File: config.mk
export PLATFORM = sky130hd
export DESIGN_NAME = i2c_register_access_sequencer
export DESIGN_NICKNAME = d
export VERILOG_FILES = /design/src/sv/i2cras_pkg.sv /design/src/sv/i2c_register_access_sequencer.sv
export SDC_FILE = /design/constraint.sdc
export NUM_CORES = 1
export LEC_CHECK = 0
export BUFFER_PORTS_ARGS = -buffer_cell sky130_fd_sc_hd__buf_4
export CAP_MARGIN = 10
export CELL_PAD_IN_SITES_DETAIL_PLACEMENT = 2
export CELL_PAD_IN_SITES_GLOBAL_PLACEMENT = 2
export CORE_MARGIN = 2
export CORE_UTILIZATION = 37
export DETAILED_ROUTE_END_ITERATION = 8
export GPL_TIMING_DRIVEN = 0
export HOLD_SLACK_MARGIN = 0.15
export PLACE_DENSITY = 0.95
export SLEW_MARGIN = 20
export SYNTH_ARGS = -nofsm -noshare
export SYNTH_HDL_FRONTEND = slang
export SYNTH_SLANG_ARGS = --single-unit
File: constraint.sdc
create_clock -name clock -period 5.6 [get_ports clock]
set_input_delay 1.12 -clock clock [delete_from_list [all_inputs] [get_ports clock]]
set_output_delay 1.12 -clock clock [all_outputs]
set_load 0.02 [all_outputs]
File: src/sv/i2cras_pkg.sv
// codes shared by the i2c register access sequencer and its checker
// no dependencies
package i2cras_pkg;

   localparam logic [1:0] ACT_REQUEST  = 2'd0;
   localparam logic [1:0] ACT_COMPLETE = 2'd1;
   localparam logic [1:0] ACT_TICK     = 2'd2;

   localparam logic [2:0] OP_RD1  = 3'd0;
   localparam logic [2:0] OP_WR1  = 3'd1;
   localparam logic [2:0] OP_RDB  = 3'd2;
   localparam logic [2:0] OP_WRB  = 3'd3;
   localparam logic [2:0] OP_FILL = 3'd4;

   localparam logic [2:0] CMD_NONE    = 3'd0;
   localparam logic [2:0] CMD_START   = 3'd1;
   localparam logic [2:0] CMD_SEND    = 3'd2;
   localparam logic [2:0] CMD_RXACK   = 3'd3;
   localparam logic [2:0] CMD_RXNACK  = 3'd4;
   localparam logic [2:0] CMD_STOP    = 3'd5;
   localparam logic [2:0] CMD_DISABLE = 3'd6;

   localparam logic [3:0] ST_START     = 4'd0;
   localparam logic [3:0] ST_REPSTART  = 4'd1;
   localparam logic [3:0] ST_AW_ACK    = 4'd2;
   localparam logic [3:0] ST_DATA_ACK  = 4'd3;
   localparam logic [3:0] ST_AR_ACK    = 4'd4;
   localparam logic [3:0] ST_RX_NACK   = 4'd6;
   localparam logic [3:0] ST_IDLE      = 4'd7;

   localparam logic [3:0] PH_IDLE     = 4'd0;
   localparam logic [3:0] PH_START    = 4'd1;
   localparam logic [3:0] PH_ADDRW    = 4'd2;
   localparam logic [3:0] PH_REG      = 4'd3;
   localparam logic [3:0] PH_REPSTART = 4'd4;
   localparam logic [3:0] PH_ADDRR    = 4'd5;
   localparam logic [3:0] PH_RX       = 4'd6;
   localparam logic [3:0] PH_WDATA    = 4'd7;
   localparam logic [3:0] PH_STOP     = 4'd8;

   localparam logic [7:0] TIMEOUT_RESET = 8'hFF;

   typedef logic [2:0]  command_type;
   typedef logic [15:0] count_type;

endpackage

File: src/sv/i2c_register_access_sequencer.sv
// channel  | direction | beat contents
// req_     | in        | action, operation, addresses, count, data, bus status, rx data
// rsp_     | out       | command, tx byte, rx byte and flags, done, success, error count
// csr_     | in        | timeout_ticks write, no handshake
// one beat per cycle: each event is decided in the cycle it is accepted and
// the result is held in one output register; req_ready is low only while that
// register is full and not taken. events that give no result are accepted at that rate too.
// synchronous active-high reset returns to idle with timeout 255.
// depends on i2cras_pkg
module i2c_register_access_sequencer (
   input  logic                    clock,
   input  logic                    reset,
   input  logic                    req_valid,
   output logic                    req_ready,
   input  logic [1:0]              req_action,
   input  logic [2:0]              req_operation,
   input  logic [6:0]              req_device_address,
   input  logic [7:0]              req_register_address,
   input  logic [7:0]              req_byte_count,
   input  logic [7:0]              req_write_data,
   input  logic [3:0]              req_bus_status,
   input  logic [7:0]              req_rx_data,
   output logic                    rsp_valid,
   input  logic                    rsp_ready,
   output i2cras_pkg::command_type rsp_command,
   output logic [7:0]              rsp_tx_byte,
   output logic [7:0]              rsp_rx_byte,
   output logic                    rsp_rx_valid,
   output logic                    rsp_rx_last,
   output logic                    rsp_done_res,
   output logic                    rsp_success,
   output i2cras_pkg::count_type   rsp_error_count,
   input  logic                    csr_write_enable,
   input  logic [7:0]              csr_write_data
);
   import i2cras_pkg::*;

   logic [7:0]  timeout_ff;
   logic [3:0]  phase_ff, phase_in;
   logic [2:0]  operation_ff, operation_in;
   logic [6:0]  address_ff, address_in;
   logic [7:0]  register_ff, register_in;
   logic [7:0]  bytes_left_ff, bytes_left_in;
   logic [7:0]  held_byte_ff, held_byte_in;
   logic [7:0]  wait_ticks_ff, wait_ticks_in;
   count_type   errors_ff, errors_in;

   logic        rsp_valid_ff;
   command_type command_ff, command_in;
   logic [7:0]  tx_byte_ff, tx_byte_in;
   logic [7:0]  rx_byte_ff, rx_byte_in;
   logic        rx_valid_ff, rx_valid_in;
   logic        rx_last_ff, rx_last_in;
   logic        done_ff, done_in;
   logic        success_ff, success_in;
   count_type   error_count_ff;

   logic        req_accept;
   logic        fire;
   logic [7:0]  bytes_dec;
   logic [8:0]  wait_next;

   assign req_ready  = !rsp_valid_ff || rsp_ready;
   assign req_accept = req_valid && req_ready;
   assign bytes_dec  = bytes_left_ff - 8'd1;
   assign wait_next  = {1'b0, wait_ticks_ff} + 9'd1;

   always_comb begin
      phase_in      = phase_ff;
      operation_in  = operation_ff;
      address_in    = address_ff;
      register_in   = register_ff;
      bytes_left_in = bytes_left_ff;
      held_byte_in  = held_byte_ff;
      wait_ticks_in = wait_ticks_ff;
      errors_in     = errors_ff;
      fire          = 1'b0;
      command_in    = CMD_NONE;
      tx_byte_in    = 8'd0;
      rx_byte_in    = 8'd0;
      rx_valid_in   = 1'b0;
      rx_last_in    = 1'b0;
      done_in       = 1'b0;
      success_in    = 1'b0;

      if (req_accept) begin
         unique case (req_action)
            ACT_REQUEST: begin
               if (phase_ff == PH_IDLE && req_operation <= OP_FILL) begin
                  fire          = 1'b1;
                  operation_in  = req_operation;
                  address_in    = req_device_address;
                  register_in   = req_register_address;
                  bytes_left_in = (req_operation == OP_RD1) ? 8'd1 : req_byte_count;
                  held_byte_in  = req_write_data;
                  command_in    = CMD_START;
                  phase_in      = PH_START;
                  wait_ticks_in = 8'd0;
               end
            end
            ACT_COMPLETE: begin
               if (phase_ff != PH_IDLE) begin
                  fire          = 1'b1;
                  wait_ticks_in = 8'd0;
                  unique case (phase_ff)
                     PH_START: begin
                        if (req_bus_status inside {ST_START, ST_REPSTART}) begin
                           command_in = CMD_SEND;
                           tx_byte_in = {address_ff, 1'b0};
                           phase_in   = PH_ADDRW;
                        end else begin
                           done_in  = 1'b1;
                           phase_in = PH_IDLE;
                        end
                     end
                     PH_ADDRW: begin
                        if (req_bus_status == ST_AW_ACK) begin
                           command_in = CMD_SEND;
                           tx_byte_in = register_ff;
                           phase_in   = PH_REG;
                        end else begin
                           done_in  = 1'b1;
                           phase_in = PH_IDLE;
                        end
                     end
                     PH_REG: begin
                        if (req_bus_status != ST_DATA_ACK) begin
                           done_in  = 1'b1;
                           phase_in = PH_IDLE;
                        end else if (operation_ff == OP_RD1 || operation_ff == OP_RDB) begin
                           command_in = CMD_START;
                           phase_in   = PH_REPSTART;
                        end else if (operation_ff == OP_WR1) begin
                           command_in = CMD_SEND;
                           tx_byte_in = held_byte_ff;
                           phase_in   = PH_WDATA;
                        end else if (bytes_left_ff == 8'd0) begin
                           command_in = CMD_STOP;
                           done_in    = 1'b1;
                           success_in = 1'b1;
                           phase_in   = PH_IDLE;
                        end else begin
                           command_in = CMD_SEND;
                           tx_byte_in = (operation_ff == OP_WRB) ? req_write_data
                                                                 : held_byte_ff;
                           phase_in   = PH_WDATA;
                        end
                     end
                     PH_REPSTART: begin
                        if (req_bus_status == ST_REPSTART) begin
                           command_in = CMD_SEND;
                           tx_byte_in = {address_ff, 1'b1};
                           phase_in   = PH_ADDRR;
                        end else begin
                           done_in  = 1'b1;
                           phase_in = PH_IDLE;
                        end
                     end
                     PH_ADDRR: begin
                        if (req_bus_status != ST_AR_ACK) begin
                           done_in  = 1'b1;
                           phase_in = PH_IDLE;
                        end else if (bytes_left_ff == 8'd0) begin
                           command_in = CMD_STOP;
                           phase_in   = PH_STOP;
                        end else begin
                           command_in = (bytes_left_ff > 8'd1) ? CMD_RXACK : CMD_RXNACK;
                           phase_in   = PH_RX;
                        end
                     end
                     PH_RX: begin
                        if (operation_ff == OP_RD1 && req_bus_status != ST_RX_NACK) begin
                           done_in  = 1'b1;
                           phase_in = PH_IDLE;
                        end else begin
                           rx_byte_in    = req_rx_data;
                           rx_valid_in   = 1'b1;
                           bytes_left_in = bytes_dec;
                           if (bytes_dec == 8'd0) begin
                              rx_last_in = 1'b1;
                              command_in = CMD_STOP;
                              phase_in   = PH_STOP;
                           end else begin
                              command_in = (bytes_dec > 8'd1) ? CMD_RXACK : CMD_RXNACK;
                              phase_in   = PH_RX;
                           end
                        end
                     end
                     PH_WDATA: begin
                        if (operation_ff == OP_WR1) begin
                           if (req_bus_status == ST_DATA_ACK) begin
                              command_in = CMD_STOP;
                              phase_in   = PH_STOP;
                           end else begin
                              done_in  = 1'b1;
                              phase_in = PH_IDLE;
                           end
                        end else if (req_bus_status != ST_DATA_ACK) begin
                           errors_in  = errors_ff + 16'd1;
                           command_in = CMD_STOP;
                           done_in    = 1'b1;
                           phase_in   = PH_IDLE;
                        end else begin
                           bytes_left_in = bytes_dec;
                           if (bytes_dec == 8'd0) begin
                              command_in = CMD_STOP;
                              done_in    = 1'b1;
                              success_in = 1'b1;
                              phase_in   = PH_IDLE;
                           end else begin
                              command_in = CMD_SEND;
                              tx_byte_in = (operation_ff == OP_WRB) ? req_write_data
                                                                    : held_byte_ff;
                              phase_in   = PH_WDATA;
                           end
                        end
                     end
                     PH_STOP: begin
                        if (req_bus_status != ST_IDLE) begin
                           errors_in = errors_ff + 16'd1;
                        end
                        done_in    = 1'b1;
                        success_in = (req_bus_status == ST_IDLE);
                        phase_in   = PH_IDLE;
                     end
                     default: begin
                        done_in  = 1'b1;
                        phase_in = PH_IDLE;
                     end
                  endcase
               end
            end
            ACT_TICK: begin
               if (phase_ff != PH_IDLE) begin
                  if (wait_next >= {1'b0, timeout_ff}) begin
                     fire          = 1'b1;
                     errors_in     = errors_ff + 16'd1;
                     command_in    = CMD_DISABLE;
                     done_in       = 1'b1;
                     phase_in      = PH_IDLE;
                     wait_ticks_in = 8'd0;
                  end else begin
                     wait_ticks_in = wait_next[7:0];
                  end
               end
            end
            default: begin
               fire = 1'b0;
            end
         endcase
      end
   end

   always_ff @(posedge clock) begin
      if (reset) begin
         timeout_ff    <= TIMEOUT_RESET;
         phase_ff      <= PH_IDLE;
         operation_ff  <= OP_RD1;
         address_ff    <= 7'd0;
         register_ff   <= 8'd0;
         bytes_left_ff <= 8'd0;
         held_byte_ff  <= 8'd0;
         wait_ticks_ff <= 8'd0;
         errors_ff     <= 16'd0;
         rsp_valid_ff  <= 1'b0;
      end else begin
         if (csr_write_enable) begin
            timeout_ff <= csr_write_data;
         end
         phase_ff      <= phase_in;
         operation_ff  <= operation_in;
         address_ff    <= address_in;
         register_ff   <= register_in;
         bytes_left_ff <= bytes_left_in;
         held_byte_ff  <= held_byte_in;
         wait_ticks_ff <= wait_ticks_in;
         errors_ff     <= errors_in;
         if (fire) begin
            rsp_valid_ff <= 1'b1;
         end else if (rsp_ready) begin
            rsp_valid_ff <= 1'b0;
         end
      end
   end

   // result payload, loaded only with a new beat
   always_ff @(posedge clock) begin
      if (fire) begin
         command_ff     <= command_in;
         tx_byte_ff     <= tx_byte_in;
         rx_byte_ff     <= rx_byte_in;
         rx_valid_ff    <= rx_valid_in;
         rx_last_ff     <= rx_last_in;
         done_ff        <= done_in;
         success_ff     <= success_in;
         error_count_ff <= errors_in;
      end
   end

   assign rsp_valid       = rsp_valid_ff;
   assign rsp_command     = command_ff;
   assign rsp_tx_byte     = tx_byte_ff;
   assign rsp_rx_byte     = rx_byte_ff;
   assign rsp_rx_valid    = rx_valid_ff;
   assign rsp_rx_last     = rx_last_ff;
   assign rsp_done_res    = done_ff;
   assign rsp_success     = success_ff;
   assign rsp_error_count = error_count_ff;

endmodule

==> flow_summary.yaml <==
yosys:
  synth_ff_type: "dfxtp_1"
  synth.most_common_cell: "nand2_1"
  synth_edf_count: 39
  ys_ff_latch: 110
  ys_top_cells_by_count: "nand2_1 (94), dfxtp_1 (71), a21oi_1 (48)"
  netlist_top_cells_area: "dfxtp_1 (23%), edfxtp_1 (19%), nand2_1 (5.7%)"
  yosys.area.top_type: "dfxtp_1"
  ys_seq_area_frac: 0.422
  syn_inst: 689
  syn_avg_cell_area_um2: 8.91
  synth_cell_types: 74
  ys_warn_count: 0
  syn_area_mm2: 0.00614
  syn-num-nets: 769
  synth_top_area_share: 0.231
  async_flop_share: 0
timing:
  rsz0062_at_grt: "false"
  hold_viol_final: 0
  final.min_clock_period_ns: 3.98
  maxSlewHeadroom: 0.286
  fmax_ghz: 0.251
  timing.final.crit_share: 0.710
  tightest_slew_ns: 1.06
  setup_viol: 0
  fin_ws_ns: 1.62
  hold_slack_ns: 0.463
  fin_setup_tns_ns: 0
  skew_ns: 0.0151
  slew_violations: 0
route:
  num_vias: 6029
  drc: 0
  drtAntennaViolNets: 0
  avgViaCountPerCell: 5.88
  wl_per_cell_um: 22.8
  first_pass_iters: 7
  drtIter0Drc: 377
  routed_wirelength_um: 23400
cells_and_area:
  antenna_cells: 0
  syn_to_final_growth_pct: 21.4
  nets: 880
  utilization: 0.454
  fin_cells: 1025
  layout-drive-gt1-share: 0.174
  fin_area_mm2: 0.00745
cts:
  cts_resized: 0
  cts_tree: "built"
  cts.hold.buffers_added: 0
  clk_latency_ns: 0.37
  cts_max_path_buffers: 2
  path_clk_slew_ns: 0.08
  cts_buffers: 9
  cts_setup_buffers: 0
  cts.sinks: 110
  h-tree-depth: 3
  clockRootBuffer: "clkbuf_16"
place:
  io_buffers: 99
  dpl-instance-area_mm2: 0.00718
  routabilityCongestion: 0.908
  hpwlAfterDp_um: 17000
  preCtsSetupSlack_ns: 1.60
  placedCellCount: 1009
power:
  ir_drop_mv: 0.145
  p_leak_nw: 2.88
  power_mw: 1.70
  p_per_area_mw_per_mm2: 228
setup_path:
  crit_required_ns: 5.66
  crit_type: "reg2reg"
  crit_arrival_ns: 4.04
  critPathLaunchType: "register"
  crit_path_end_kind: "register"
  crit_path_max_fanout: 28
worst_hold_path:
  worstHoldPathType: "reg2reg"
floorplan:
  rows: 47
  die_area_mm2: 0.0176
  die_h_um: 133
  die_x_um: 133
  start_util: 0.374
  pin_count: 102
  core-area_mm2: 0.0164
grt:
  grt_pass1_vias: 6698
  grtUsageTotal: 0.264
  globalRouteOverflowTotal: 0
  grt_start_max_net_pins: 29
  antenna_found_initial: 0
  grt_pass1_wl_um: 36800
job:
  maxCapViolations: 0
status:
  outcome: "finished clean"
[layer usage]
| layer | track usage | wire length, um | vias up |
|---|---|---|---|
| li1 | - | - | 2781 |
| met1 | 0.305 | 9590 | 3034 |
| met2 | 0.497 | 12400 | 162 |
| met3 | 0.0406 | 809 | 52 |
| met4 | 0.0836 | 549 | 0 |
| met5 | 0 | 0 | - |
[placed cells by master, fill, tap and decap left out, types with 20 or more instances in the layout]
cell type,n
clkbuf_1,31
edfxtp_1,39
buf_4,100
nand3_1,22
a21oi_1,48
dfxtp_1,71
o21ai_0,21
nor2_1,45
nand2_1,94
a31oi_1,20
[final cells by class]
class | count | area (um2)
flip-flops and latches | 110 | 2590
clock inverters | 5 | 35.0
inverters | 20 | 75.1
well taps | 220 | 275
plain buffers | 43 | 189
repair buffers | 100 | 763
multi-input cells | 516 | 3290
clock buffers | 11 | 233
fillers | 1777 | 8950
[where the power goes]
part | internal (mW) | switching, mW | leakage (nW) | total, mW
clock | 0.304 | 0.317 | 0.130 | 0.621
combinational | 0.0861 | 0.141 | 1.79 | 0.227
sequential | 0.841 | 0.0125 | 0.956 | 0.854
[sequential cells by signal, summed over array words and instances, names as in the netlist]
register	cells
rsp_valid	1
rsp_done_res	1
phase_ff	4
rsp_error_count	16
held_byte_ff	8
timeout_ff	8
wait_ticks_ff	8
rsp_rx_valid	1
errors_ff	16
operation_ff	3
rsp_command	3
rsp_success	1
address_ff	7
bytes_left_ff	8
rsp_rx_byte	8
register_ff	8
rsp_tx_byte	8
rsp_rx_last	1
[path summary, 6_finish.rpt]
kind                                       start        endpoint  slack [ns]  depth (start not counted)
worst max-delay path            wait_ticks_ff[2]  rsp_rx_byte[6]        1.62                         13
worst min-delay path               address_ff[6]   address_ff[6]        0.46                          2
worst max register to register  wait_ticks_ff[2]  rsp_rx_byte[6]        1.62                         13
worst min register to register     address_ff[6]   address_ff[6]        0.46                          2
[kinds of logic after synthesis]
family          synth area share
flops                      0.422
fa+ha+maj                 0.0387
simple gates               0.225
xor+xnor                  0.0257
buf+inv                   0.0430
compound gates             0.226
mux                       0.0196
[critical path, cell delays in order (launching register included)]
cell      delay (ns)
dfxtp_1         0.44
nand3_1         0.21
nor2_1          0.29
nand3_1         0.19
xnor2_1         0.17
ha_1            0.30
nand3_1         0.09
o21bai_1        0.18
o211a_1         0.22
clkbuf_1        0.26
nor2_1          0.48
o31ai_1         0.21
inv_2           0.36
buf_12          0.25
Note: power is estimated with default switching activity, not from simulation.
